==> config.mk <==
export PLATFORM = sky130hd
export DESIGN_NAME = tcp_ack_congestion_control_top
export DESIGN_NICKNAME = d
export VERILOG_FILES = /design/src/design/tac_pkg.sv /design/src/design/tac_ram.sv /design/src/design/tcp_ack_congestion_control_top.sv
export SDC_FILE = /design/constraint.sdc
export NUM_CORES = 2
export LEC_CHECK = 0
export BUFFER_PORTS_ARGS = -buffer_cell sky130_fd_sc_hd__buf_2
export CORE_MARGIN = 5
export CORE_UTILIZATION = 30
export DETAILED_ROUTE_END_ITERATION = 10
export SLEW_MARGIN = 5
export SYNTH_ARGS = -nofsm -noshare
export SYNTH_HDL_FRONTEND = slang
export SYNTH_SLANG_ARGS = --single-unit
export TNS_END_PERCENT = 20
==> constraint.sdc <==
create_clock -name clk -period 8.6 [get_ports clk]
set_clock_uncertainty 0.05 [all_clocks]
set_input_delay 1.72 -clock clk [delete_from_list [all_inputs] [get_ports clk]]
set_output_delay 1.72 -clock clk [all_outputs]
set_load 0.005 [all_outputs]
==> src/design/tac_pkg.sv <==
// shared types and codes for the tcp ack engine
`default_nettype none
package tac_pkg;
  localparam logic [1:0] MODE_OPEN = 2'd0;
  localparam logic [1:0] MODE_SENT = 2'd1;
  localparam logic [1:0] MODE_ACK  = 2'd2;

  localparam logic [3:0] ST_OPENED = 4'd0;
  localparam logic [3:0] ST_SENT   = 4'd1;
  localparam logic [3:0] ST_RFULL  = 4'd2;
  localparam logic [3:0] ST_FULL   = 4'd3;
  localparam logic [3:0] ST_PART   = 4'd4;
  localparam logic [3:0] ST_DUP    = 4'd5;
  localparam logic [3:0] ST_FRTX   = 4'd6;
  localparam logic [3:0] ST_UNK    = 4'd7;
  localparam logic [3:0] ST_OOW    = 4'd8;

  localparam logic [1:0] PH_SLOW  = 2'd0;
  localparam logic [1:0] PH_AVOID = 2'd1;
  localparam logic [1:0] PH_RECOV = 2'd2;

  localparam logic [1:0] TMR_NONE  = 2'd0;
  localparam logic [1:0] TMR_START = 2'd1;
  localparam logic [1:0] TMR_STOP  = 2'd2;

  localparam logic [2:0] REG_MSS  = 3'd0;
  localparam logic [2:0] REG_PMW  = 3'd1;
  localparam logic [2:0] REG_DEFT = 3'd2;
  localparam logic [2:0] REG_MINT = 3'd3;
  localparam logic [2:0] REG_MAXT = 3'd4;

  localparam int FxW = 24;
endpackage
`default_nettype wire

==> src/design/tac_ram.sv <==
// generic single-port-write ram with registered read
`default_nettype none
module tac_ram #(
  parameter int WIDTH = 32,
  parameter int DEPTH = 16
) (
  input  wire logic                     clk,
  input  wire logic                     we,
  input  wire logic [$clog2(DEPTH)-1:0] waddr,
  input  wire logic [WIDTH-1:0]         wdata,
  input  wire logic [$clog2(DEPTH)-1:0] raddr,
  output logic      [WIDTH-1:0]         rdata
);
  logic [WIDTH-1:0] mem [DEPTH];
  always_ff @(posedge clk) begin
    if (we) mem[waddr] <= wdata;
    rdata <= mem[raddr];
  end
endmodule
`default_nettype wire

==> src/design/tcp_ack_congestion_control_top.sv <==
// tcp sender ack engine: reno congestion window and rtt timeout estimate
//
// input channel in_valid/in_ready carries one event (open, sent, ack);
// output channel out_valid/out_ready returns exactly one result beat per
// event. configuration is a plain write port (cfg_we, cfg_index, cfg_data)
// written while idle.
// one event at a time: the block is not ready while an event is in work.
// open, send, duplicate and out-of-window acks go from decode straight to
// the output register; fast retransmit outside recovery passes the window
// multiply state, a full or partial ack passes release and growth, a
// partial or unmatched ack walks the segment ring one entry per cycle
// through the ram read port, avoidance growth runs a 32-step restoring
// divider and an rtt update passes through the estimator states.
// the result sits in an output register; a stalled receiver holds it, and
// the next event is taken the cycle after the result is accepted.
// reset (synchronous, active high) loads register defaults and empties the
// ring; ring contents are undefined until written and need no clearing.
`default_nettype none
module tcp_ack_congestion_control_top #(
  parameter int RING_DEPTH    = 16,
  parameter int RTT_FRAC_BITS = 3
) (
  input  wire logic        clk,
  input  wire logic        rst,
  input  wire logic        cfg_we,
  input  wire logic [2:0]  cfg_index,
  input  wire logic [31:0] cfg_data,
  input  wire logic        in_valid,
  output logic             in_ready,
  input  wire logic [1:0]  mode,
  input  wire logic [31:0] seq_or_ack,
  input  wire logic [15:0] seg_bytes,
  input  wire logic [15:0] peer_window,
  input  wire logic [31:0] now_ms,
  input  wire logic        time_this,
  output logic             out_valid,
  input  wire logic        out_ready,
  output logic [3:0]       ack_status,
  output logic [31:0]      cwnd_bytes,
  output logic [31:0]      slow_start_threshold,
  output logic [1:0]       cong_phase,
  output logic [15:0]      send_window,
  output logic [1:0]       timer_cmd,
  output logic [15:0]      timeout_ms,
  output logic [4:0]       released_count
);
  import tac_pkg::*;

  localparam int AW = $clog2(RING_DEPTH);
  localparam int CW = $clog2(RING_DEPTH + 1);
  localparam int FW = FxW;

  localparam logic [3:0] S_IDLE  = 4'd0;
  localparam logic [3:0] S_DEC   = 4'd1;
  localparam logic [3:0] S_SRCH  = 4'd2;
  localparam logic [3:0] S_REL   = 4'd3;
  localparam logic [3:0] S_RTT0  = 4'd4;
  localparam logic [3:0] S_RTT1  = 4'd5;
  localparam logic [3:0] S_RTT2  = 4'd6;
  localparam logic [3:0] S_RTT3  = 4'd7;
  localparam logic [3:0] S_GROW  = 4'd8;
  localparam logic [3:0] S_DIV   = 4'd9;
  localparam logic [3:0] S_DONE  = 4'd10;
  localparam logic [3:0] S_OUT   = 4'd11;
  localparam logic [3:0] S_MUL   = 4'd12;

  logic [3:0]  state;
  logic [15:0] r_mss, r_deft, r_mint, r_maxt;
  logic [31:0] r_pmw;

  logic [1:0]  i_mode;
  logic [31:0] i_sa, i_now;
  logic [15:0] i_len, i_pw;
  logic        i_tt;

  logic [31:0] oldest_unacked, next_send_end, cwnd, ssthresh, timed_end, timed_stamp;
  logic [1:0]  dup_count, phase;
  logic [AW-1:0] ring_head;
  logic [CW-1:0] ring_count;
  logic        timing_active, first_sample;
  logic [FW-1:0] rtt_estimate, rtt_deviation, samp;
  logic [15:0] cur_timeout, send_win;

  logic [CW-1:0] idx;
  logic [5:0]  div_cnt;
  logic [31:0] quo, dvd;
  logic [31:0] rem;
  logic [FW-1:0] acc;
  logic [3:0]  st_r;
  logic [1:0]  tcmd_r;
  logic [CW-1:0] rel_r;

  logic          ram_we;
  logic [AW-1:0] ram_waddr, ram_raddr;
  logic [31:0]   ram_rdata;

  tac_ram #(.WIDTH(32), .DEPTH(RING_DEPTH)) u_ring (
    .clk(clk), .we(ram_we), .waddr(ram_waddr), .wdata(i_sa),
    .raddr(ram_raddr), .rdata(ram_rdata)
  );

  logic [CW:0] wsum, rsum, hsum;
  logic [31:0] rel_off, win_off, rtt_raw, cwnd_sat;
  logic [32:0] ssum;
  logic [32:0] trial;
  logic [FW+4:0] to_full;

  // ring positions wrap by one compare and subtract
  assign wsum = (CW+1)'(ring_head) + (CW+1)'(ring_count);
  assign rsum = (CW+1)'(ring_head) + (CW+1)'(idx);
  assign hsum = (CW+1)'(ring_head) + (CW+1)'(rel_r);
  assign ram_we = (state == S_DEC) && (i_mode == MODE_SENT) &&
                  (ring_count < CW'(RING_DEPTH));
  assign ram_waddr = (wsum >= (CW+1)'(RING_DEPTH)) ? AW'(wsum - (CW+1)'(RING_DEPTH)) :
                                                     AW'(wsum);
  assign ram_raddr = (rsum >= (CW+1)'(RING_DEPTH)) ? AW'(rsum - (CW+1)'(RING_DEPTH)) :
                                                     AW'(rsum);
  assign rel_off = i_sa - oldest_unacked;
  assign win_off = next_send_end - oldest_unacked;
  assign rtt_raw = i_now - timed_stamp;
  assign trial = {rem, dvd[31]} - {1'b0, cwnd};
  assign in_ready = (state == S_IDLE);

  // shared saturating window adder
  always_comb begin
    case (state)
      S_MUL:   ssum = {1'b0, ssthresh} + {15'd0, r_mss, 1'b0} + {17'd0, r_mss};
      S_DIV:   ssum = {1'b0, cwnd} + {1'b0, quo};
      default: ssum = {1'b0, cwnd} + {17'd0, r_mss};
    endcase
  end
  assign cwnd_sat = ssum[32] ? 32'hFFFF_FFFF : ssum[31:0];
  assign to_full = ({5'd0, rtt_estimate} + {3'd0, rtt_deviation, 2'd0}) >> RTT_FRAC_BITS;

  always_ff @(posedge clk) begin
    if (rst) begin
      state <= S_IDLE;
      r_mss <= 16'd1460; r_pmw <= 32'd65535; r_deft <= 16'd1000;
      r_mint <= 16'd200; r_maxt <= 16'd60000;
      oldest_unacked <= '0; next_send_end <= '0; dup_count <= '0;
      phase <= PH_SLOW; cwnd <= '0; ssthresh <= '0; ring_head <= '0;
      ring_count <= '0; timing_active <= 1'b0; timed_end <= '0;
      timed_stamp <= '0; first_sample <= 1'b1; rtt_estimate <= '0;
      rtt_deviation <= '0; cur_timeout <= 16'd1000; send_win <= '0;
      out_valid <= 1'b0;
    end else begin
      if (cfg_we) begin
        case (cfg_index)
          REG_MSS:  r_mss <= cfg_data[15:0];
          REG_PMW:  r_pmw <= cfg_data;
          REG_DEFT: r_deft <= cfg_data[15:0];
          REG_MINT: r_mint <= cfg_data[15:0];
          REG_MAXT: r_maxt <= cfg_data[15:0];
          default: ;
        endcase
      end
      case (state)
        S_IDLE: begin
          if (in_valid) begin
            i_mode <= mode; i_sa <= seq_or_ack; i_len <= seg_bytes;
            i_pw <= peer_window; i_now <= now_ms; i_tt <= time_this;
            st_r <= ST_UNK; tcmd_r <= TMR_NONE; rel_r <= '0;
            state <= S_DEC;
          end
        end
        S_DEC: begin
          state <= S_DONE;
          case (i_mode)
            MODE_OPEN: begin
              oldest_unacked <= i_sa; next_send_end <= i_sa; dup_count <= '0;
              send_win <= i_pw; ring_head <= '0; ring_count <= '0;
              timing_active <= 1'b0; cur_timeout <= r_deft; phase <= PH_SLOW;
              cwnd <= {16'd0, r_mss}; ssthresh <= {1'b0, r_pmw[31:1]};
              tcmd_r <= TMR_STOP; st_r <= ST_OPENED;
            end
            MODE_SENT: begin
              if (ring_count >= CW'(RING_DEPTH)) st_r <= ST_RFULL;
              else begin
                ring_count <= ring_count + 1'b1;
                next_send_end <= i_sa + {16'd0, i_len};
                if (i_tt && !timing_active) begin
                  timing_active <= 1'b1; timed_end <= i_sa + {16'd0, i_len};
                  timed_stamp <= i_now;
                end
                st_r <= ST_SENT;
              end
            end
            MODE_ACK: begin
              if (rel_off > win_off) st_r <= ST_OOW;
              else if (i_sa == oldest_unacked) begin
                send_win <= i_pw;
                if (dup_count == 2'd2) begin
                  dup_count <= '0; st_r <= ST_FRTX; timing_active <= 1'b0;
                  tcmd_r <= TMR_START;
                  if (phase != PH_RECOV) begin
                    phase <= PH_RECOV;
                    ssthresh <= ({1'b0, cwnd[31:1]} < {16'd0, r_mss}) ?
                                {16'd0, r_mss} : {1'b0, cwnd[31:1]};
                    state <= S_MUL;
                  end
                end else begin
                  dup_count <= dup_count + 1'b1; st_r <= ST_DUP;
                end
              end else if (i_sa == next_send_end) begin
                rel_r <= ring_count; state <= S_REL;
              end else begin
                idx <= '0; state <= S_SRCH;
              end
            end
            default: ;
          endcase
        end
        S_MUL: begin
          cwnd <= cwnd_sat;
          state <= S_DONE;
        end
        S_SRCH: begin
          // registered read: ram_rdata holds the entry at idx-1
          if (idx != '0 && ram_rdata == i_sa) begin
            rel_r <= idx - 1'b1; state <= S_REL;
          end else if (idx >= ring_count) state <= S_DONE;
          else idx <= idx + 1'b1;
        end
        S_REL: begin
          ring_head <= (hsum >= (CW+1)'(RING_DEPTH)) ? AW'(hsum - (CW+1)'(RING_DEPTH)) :
                                                       AW'(hsum);
          ring_count <= ring_count - rel_r;
          oldest_unacked <= i_sa; send_win <= i_pw; dup_count <= '0;
          tcmd_r <= (i_sa == next_send_end) ? TMR_STOP : TMR_START;
          st_r <= (i_sa == next_send_end) ? ST_FULL : ST_PART;
          if (timing_active && i_sa == timed_end) begin
            timing_active <= 1'b0;
            samp <= (|(rtt_raw >> (FW - RTT_FRAC_BITS))) ? {FW{1'b1}} :
                    FW'(rtt_raw << RTT_FRAC_BITS);
            state <= S_RTT0;
          end else state <= S_GROW;
        end
        S_RTT0: begin
          if (first_sample) begin
            first_sample <= 1'b0;
            rtt_estimate <= samp; rtt_deviation <= samp >> 1;
            state <= S_RTT2;
          end else begin
            acc <= FW'(({4'd0, rtt_estimate} * 28'd7 + {4'd0, samp}) >> 3);
            state <= S_RTT1;
          end
        end
        S_RTT1: begin
          rtt_estimate <= acc;
          acc <= FW'((({4'd0, rtt_deviation} * 28'd3) +
                      ((samp > acc) ? {4'd0, samp - acc} : {4'd0, acc - samp})) >> 2);
          state <= S_RTT3;
        end
        S_RTT3: begin
          rtt_deviation <= acc;
          state <= S_RTT2;
        end
        S_RTT2: begin
          if (to_full < {13'd0, r_mint}) cur_timeout <= r_mint;
          else if (to_full > {13'd0, r_maxt}) cur_timeout <= r_maxt;
          else cur_timeout <= to_full[15:0];
          state <= S_GROW;
        end
        S_GROW: begin
          state <= S_DONE;
          if (phase == PH_SLOW) begin
            cwnd <= cwnd_sat;
            if (cwnd_sat >= ssthresh) phase <= PH_AVOID;
          end else if (phase == PH_AVOID) begin
            if (cwnd == '0) cwnd <= {16'd0, r_mss};
            else begin
              dvd <= {16'd0, r_mss} * {16'd0, r_mss}; rem <= '0; quo <= '0;
              div_cnt <= '0;
              state <= S_DIV;
            end
          end else begin
            phase <= PH_AVOID; cwnd <= ssthresh;
          end
        end
        S_DIV: begin
          if (div_cnt == 6'd32) begin
            cwnd <= cwnd_sat;
            state <= S_DONE;
          end else begin
            if (!trial[32]) begin
              rem <= trial[31:0]; quo <= {quo[30:0], 1'b1};
            end else begin
              rem <= {rem[30:0], dvd[31]}; quo <= {quo[30:0], 1'b0};
            end
            dvd <= {dvd[30:0], 1'b0};
            div_cnt <= div_cnt + 1'b1;
          end
        end
        S_DONE: begin
          ack_status <= st_r; cwnd_bytes <= cwnd; slow_start_threshold <= ssthresh;
          cong_phase <= phase; send_window <= send_win; timer_cmd <= tcmd_r;
          timeout_ms <= cur_timeout; released_count <= 5'(rel_r);
          out_valid <= 1'b1; state <= S_OUT;
        end
        S_OUT: begin
          if (out_ready) begin
            out_valid <= 1'b0; state <= S_IDLE;
          end
        end
        default: state <= S_IDLE;
      endcase
    end
  end
endmodule
`default_nettype wire

==> out/qor.csv <==
metric,value,unit
nets,8595,
grt_pass1_wl,355000,um
ios,250,
ir_worst_vdd,236,uV
arrival,8190,ps
grt_max_degree,102,
cp-start-kind,flop,
tightest_slew,1310,ps
synth.net_count,8386,
synth-warning-count,0,
worstSetupEndpointType,flop,
crit_start,samp[1],
gr-usage-all-layers,16.8,%
yosysMostFrequentCell,edfxtp_1,
place_area,0.0840,mm2
finalCritPeriodShare,89.9,%
synth_top_area_share,33.8,%
leakagePower,34.7,nW
start_util,30.2,%
avgSynthCellArea,10.6,um2
drtPass1Iterations,6,
port-buffer-count,248,
cp_max_fo,8,
synth_top_cell_by_area,edfxtp_1,
timing.rr.start,samp[1],
r2r_slack,870,ps
clockPowerShare,28.4,%
grt_pass1_vias,57500,
antenna_found_initial,22,
synth_top_cells_by_count,"edfxtp_1, nand2_1, inv_1",
ant_nets,0,
timing.rr.end,acc[22],
reg2reg_depth,27,
required,9060,ps
slew_headroom,12.4,%
slew_viol_final,0,
final.setup.tns,0,ps
sequentialPowerShare,35.7,%
p_comb_share,36.0,%
finalInstanceArea,0.0889,mm2
period_needed,7730,ps
netlist_top_cells_area,"edfxtp_1, dfxtp_1, ha_1, fa_1, nand2_1",
fp.dieW,521,um
crit_slowest_cell,o311ai_0,
max_cap_violations,0,
area_delta_synth_final,13.5,%
root_buffer,clkbuf_16,
crit_end,acc[22],
grt_setup_unrepaired,false,
core_area,0.260,mm2
grt-ovfl-total,0,
worstSetupPathType,flop to flop,
setup_violations,0,
hold_viol,0,
die_y,521,um
netlist_area,0.0784,mm2
internal_power,14.2,mW
dieArea,0.272,mm2
post_cts_buffers,0,
drc,0,
clkTransAtPathRegs,60,ps
max_stage_delay,630,ps
power,22.3,mW
wl,235000,um
synthCells,7415,
vias_per_cell,5.23,
clk_latency,830,ps
ctsResizeCount,0,
regArea,0.0349,mm2
ys_ff_latch,1301,
grt.met3_usage,2.39,%
n_fill_cell,25900,
vias,58400,
use_met1,22.9,%
yosysSeqAreaShare,44.5,%
synth-edff-count,883,
ys_async_sr_fraction,0,%
p_per_area,251,mW/mm2
multi_input_area,0.0402,mm2
clock.fmax,0.129,GHz
layout-drive-gt1-share,10.9,%
drt-initial-drc-count,5276,
synth_ff_type,edfxtp_1,
busiest_layer,met2,
h-tree-depth,4,
cts_sinks,1301,
hp-class,flop to flop,
synthDistinctLibCells,97,
min-delay-start,st_r[1],
gp_congestion,0.934,
clockBufferDepth,3,
outcome,"finished, final reports clean",
final_core_util,34.2,%
p_sw,8.13,mW
placementRows,187,
cts_made_buffers,145,
post-dp-hpwl,167000,um
wl_per_cell,21.0,um
switching_share,36.5,%
met2_usage,27.4,%
hold_buffers,0,
cts_tree,yes,
worst max-delay path: cells and delay by family (launching register included):
kind                     cells  cell delay [ps]
XOR/XNOR                     2              300
buffers and inverters        5              800
AND/OR/NAND/NOR              2              120
adder cells (fa/ha/maj)      4             1440
multiplexers                 1              420
flip-flops                   1              560
AO/OA/AOI/OAI               13             3720
area by class of cell:
type | count | area share (%)
antenna | 11 | 0.0310
multi-input combinational | 5158 | 45.2
sequential | 1301 | 39.2
clock inverter | 77 | 1.08
tap | 3402 | 4.79
timing repair buffer | 393 | 2.65
clock buffer | 194 | 4.40
inverter | 625 | 2.64
worst min path at each step:
stage | end | slack [ps] | depth (start not counted)
after global placement | ack_status[1] | 360 | 0
after detailed placement | ack_status[1] | 360 | 0
after global routing | ack_status[1] | 380 | 0
final | ack_status[1] | 370 | 0
after CTS | ack_status[1] | 370 | 0
after floorplan | ack_status[0] | 350 | 0
layer usage:
layer,share of wire (%),up-vias
met2,47,2097
met4,3.3,6
met1,43,29000
met3,6.6,382
met5,0.017,-
li1,-,27000
kinds of logic (layout without fill, tap and decap cells):
group	Yosys count	after routing	share of synthesized area [%]
flops	1301	1301	44.5
other cells	1	12	0.00479
buf+inv	956	1289	4.62
fa+ha+maj	832	832	15.8
mux	217	217	4.82
simple gates	2006	2006	11.6
xor+xnor	418	418	4.67
compound gates	1684	1684	13.9
through the flow:
stage / hold WS [ps] / cells / setup WS (ps)
floorplan: 350 / 7415 / 1150
global placement: 358 / 10900 / 1040
detailed placement: 358 / 10900 / 1010
CTS: 372 / 11200 / 1010
global route: 376 / 11200 / 388
finish: 370 / 11200 / 866
power by group through the flow:
| stage | clock [mW] | sequential, mW | combinational [mW] |
|---|---|---|---|
| 2_1_floorplan | 0 | 7.76 | 5.82 |
| 3_3_place_gp | 0 | 8.06 | 7.79 |
| 3_5_place_dp | 0 | 8.07 | 7.89 |
| 4_1_cts | 6.47 | 7.94 | 7.97 |
| 5_1_grt | 6.73 | 7.97 | 8.89 |
| 6_report | 6.32 | 7.95 | 8.02 |
state kept, by name, summed over array words and instances (netlist names), 22 cells and up:
register and count:
quo 32, u_ring.mem 512, dvd 32, rtt_deviation 24
cwnd_bytes 32, samp 22, rem 32, u_ring.rdata 32
rtt_estimate 24, i_now 32, r_pmw 31, cwnd 32
ssthresh 31, slow_start_threshold 31, oldest_unacked 32, next_send_end 32
timed_stamp 32, timed_end 32, acc 24, i_sa 32
layout by cell type, fill, tap and decap left out, types with 112 or more instances in the layout:
cell type  synthesis  layout
a211oi_1         112     112
a21o_1           167     167
a21oi_1          574     573
buf_2              8     247
buf_4              1     144
clkbuf_16          0     145
dfxtp_1          418     418
edfxtp_1         883     883
fa_1             267     266
ha_1             565     562
inv_1            615     614
mux4_2           128     128
nand2_1          851     850
nand3_1          134     132
nor2_1           459     437
o21ai_0          252     251
xnor2_1          260     257
xor2_1           158     155
(Power assumes the default switching activity.)
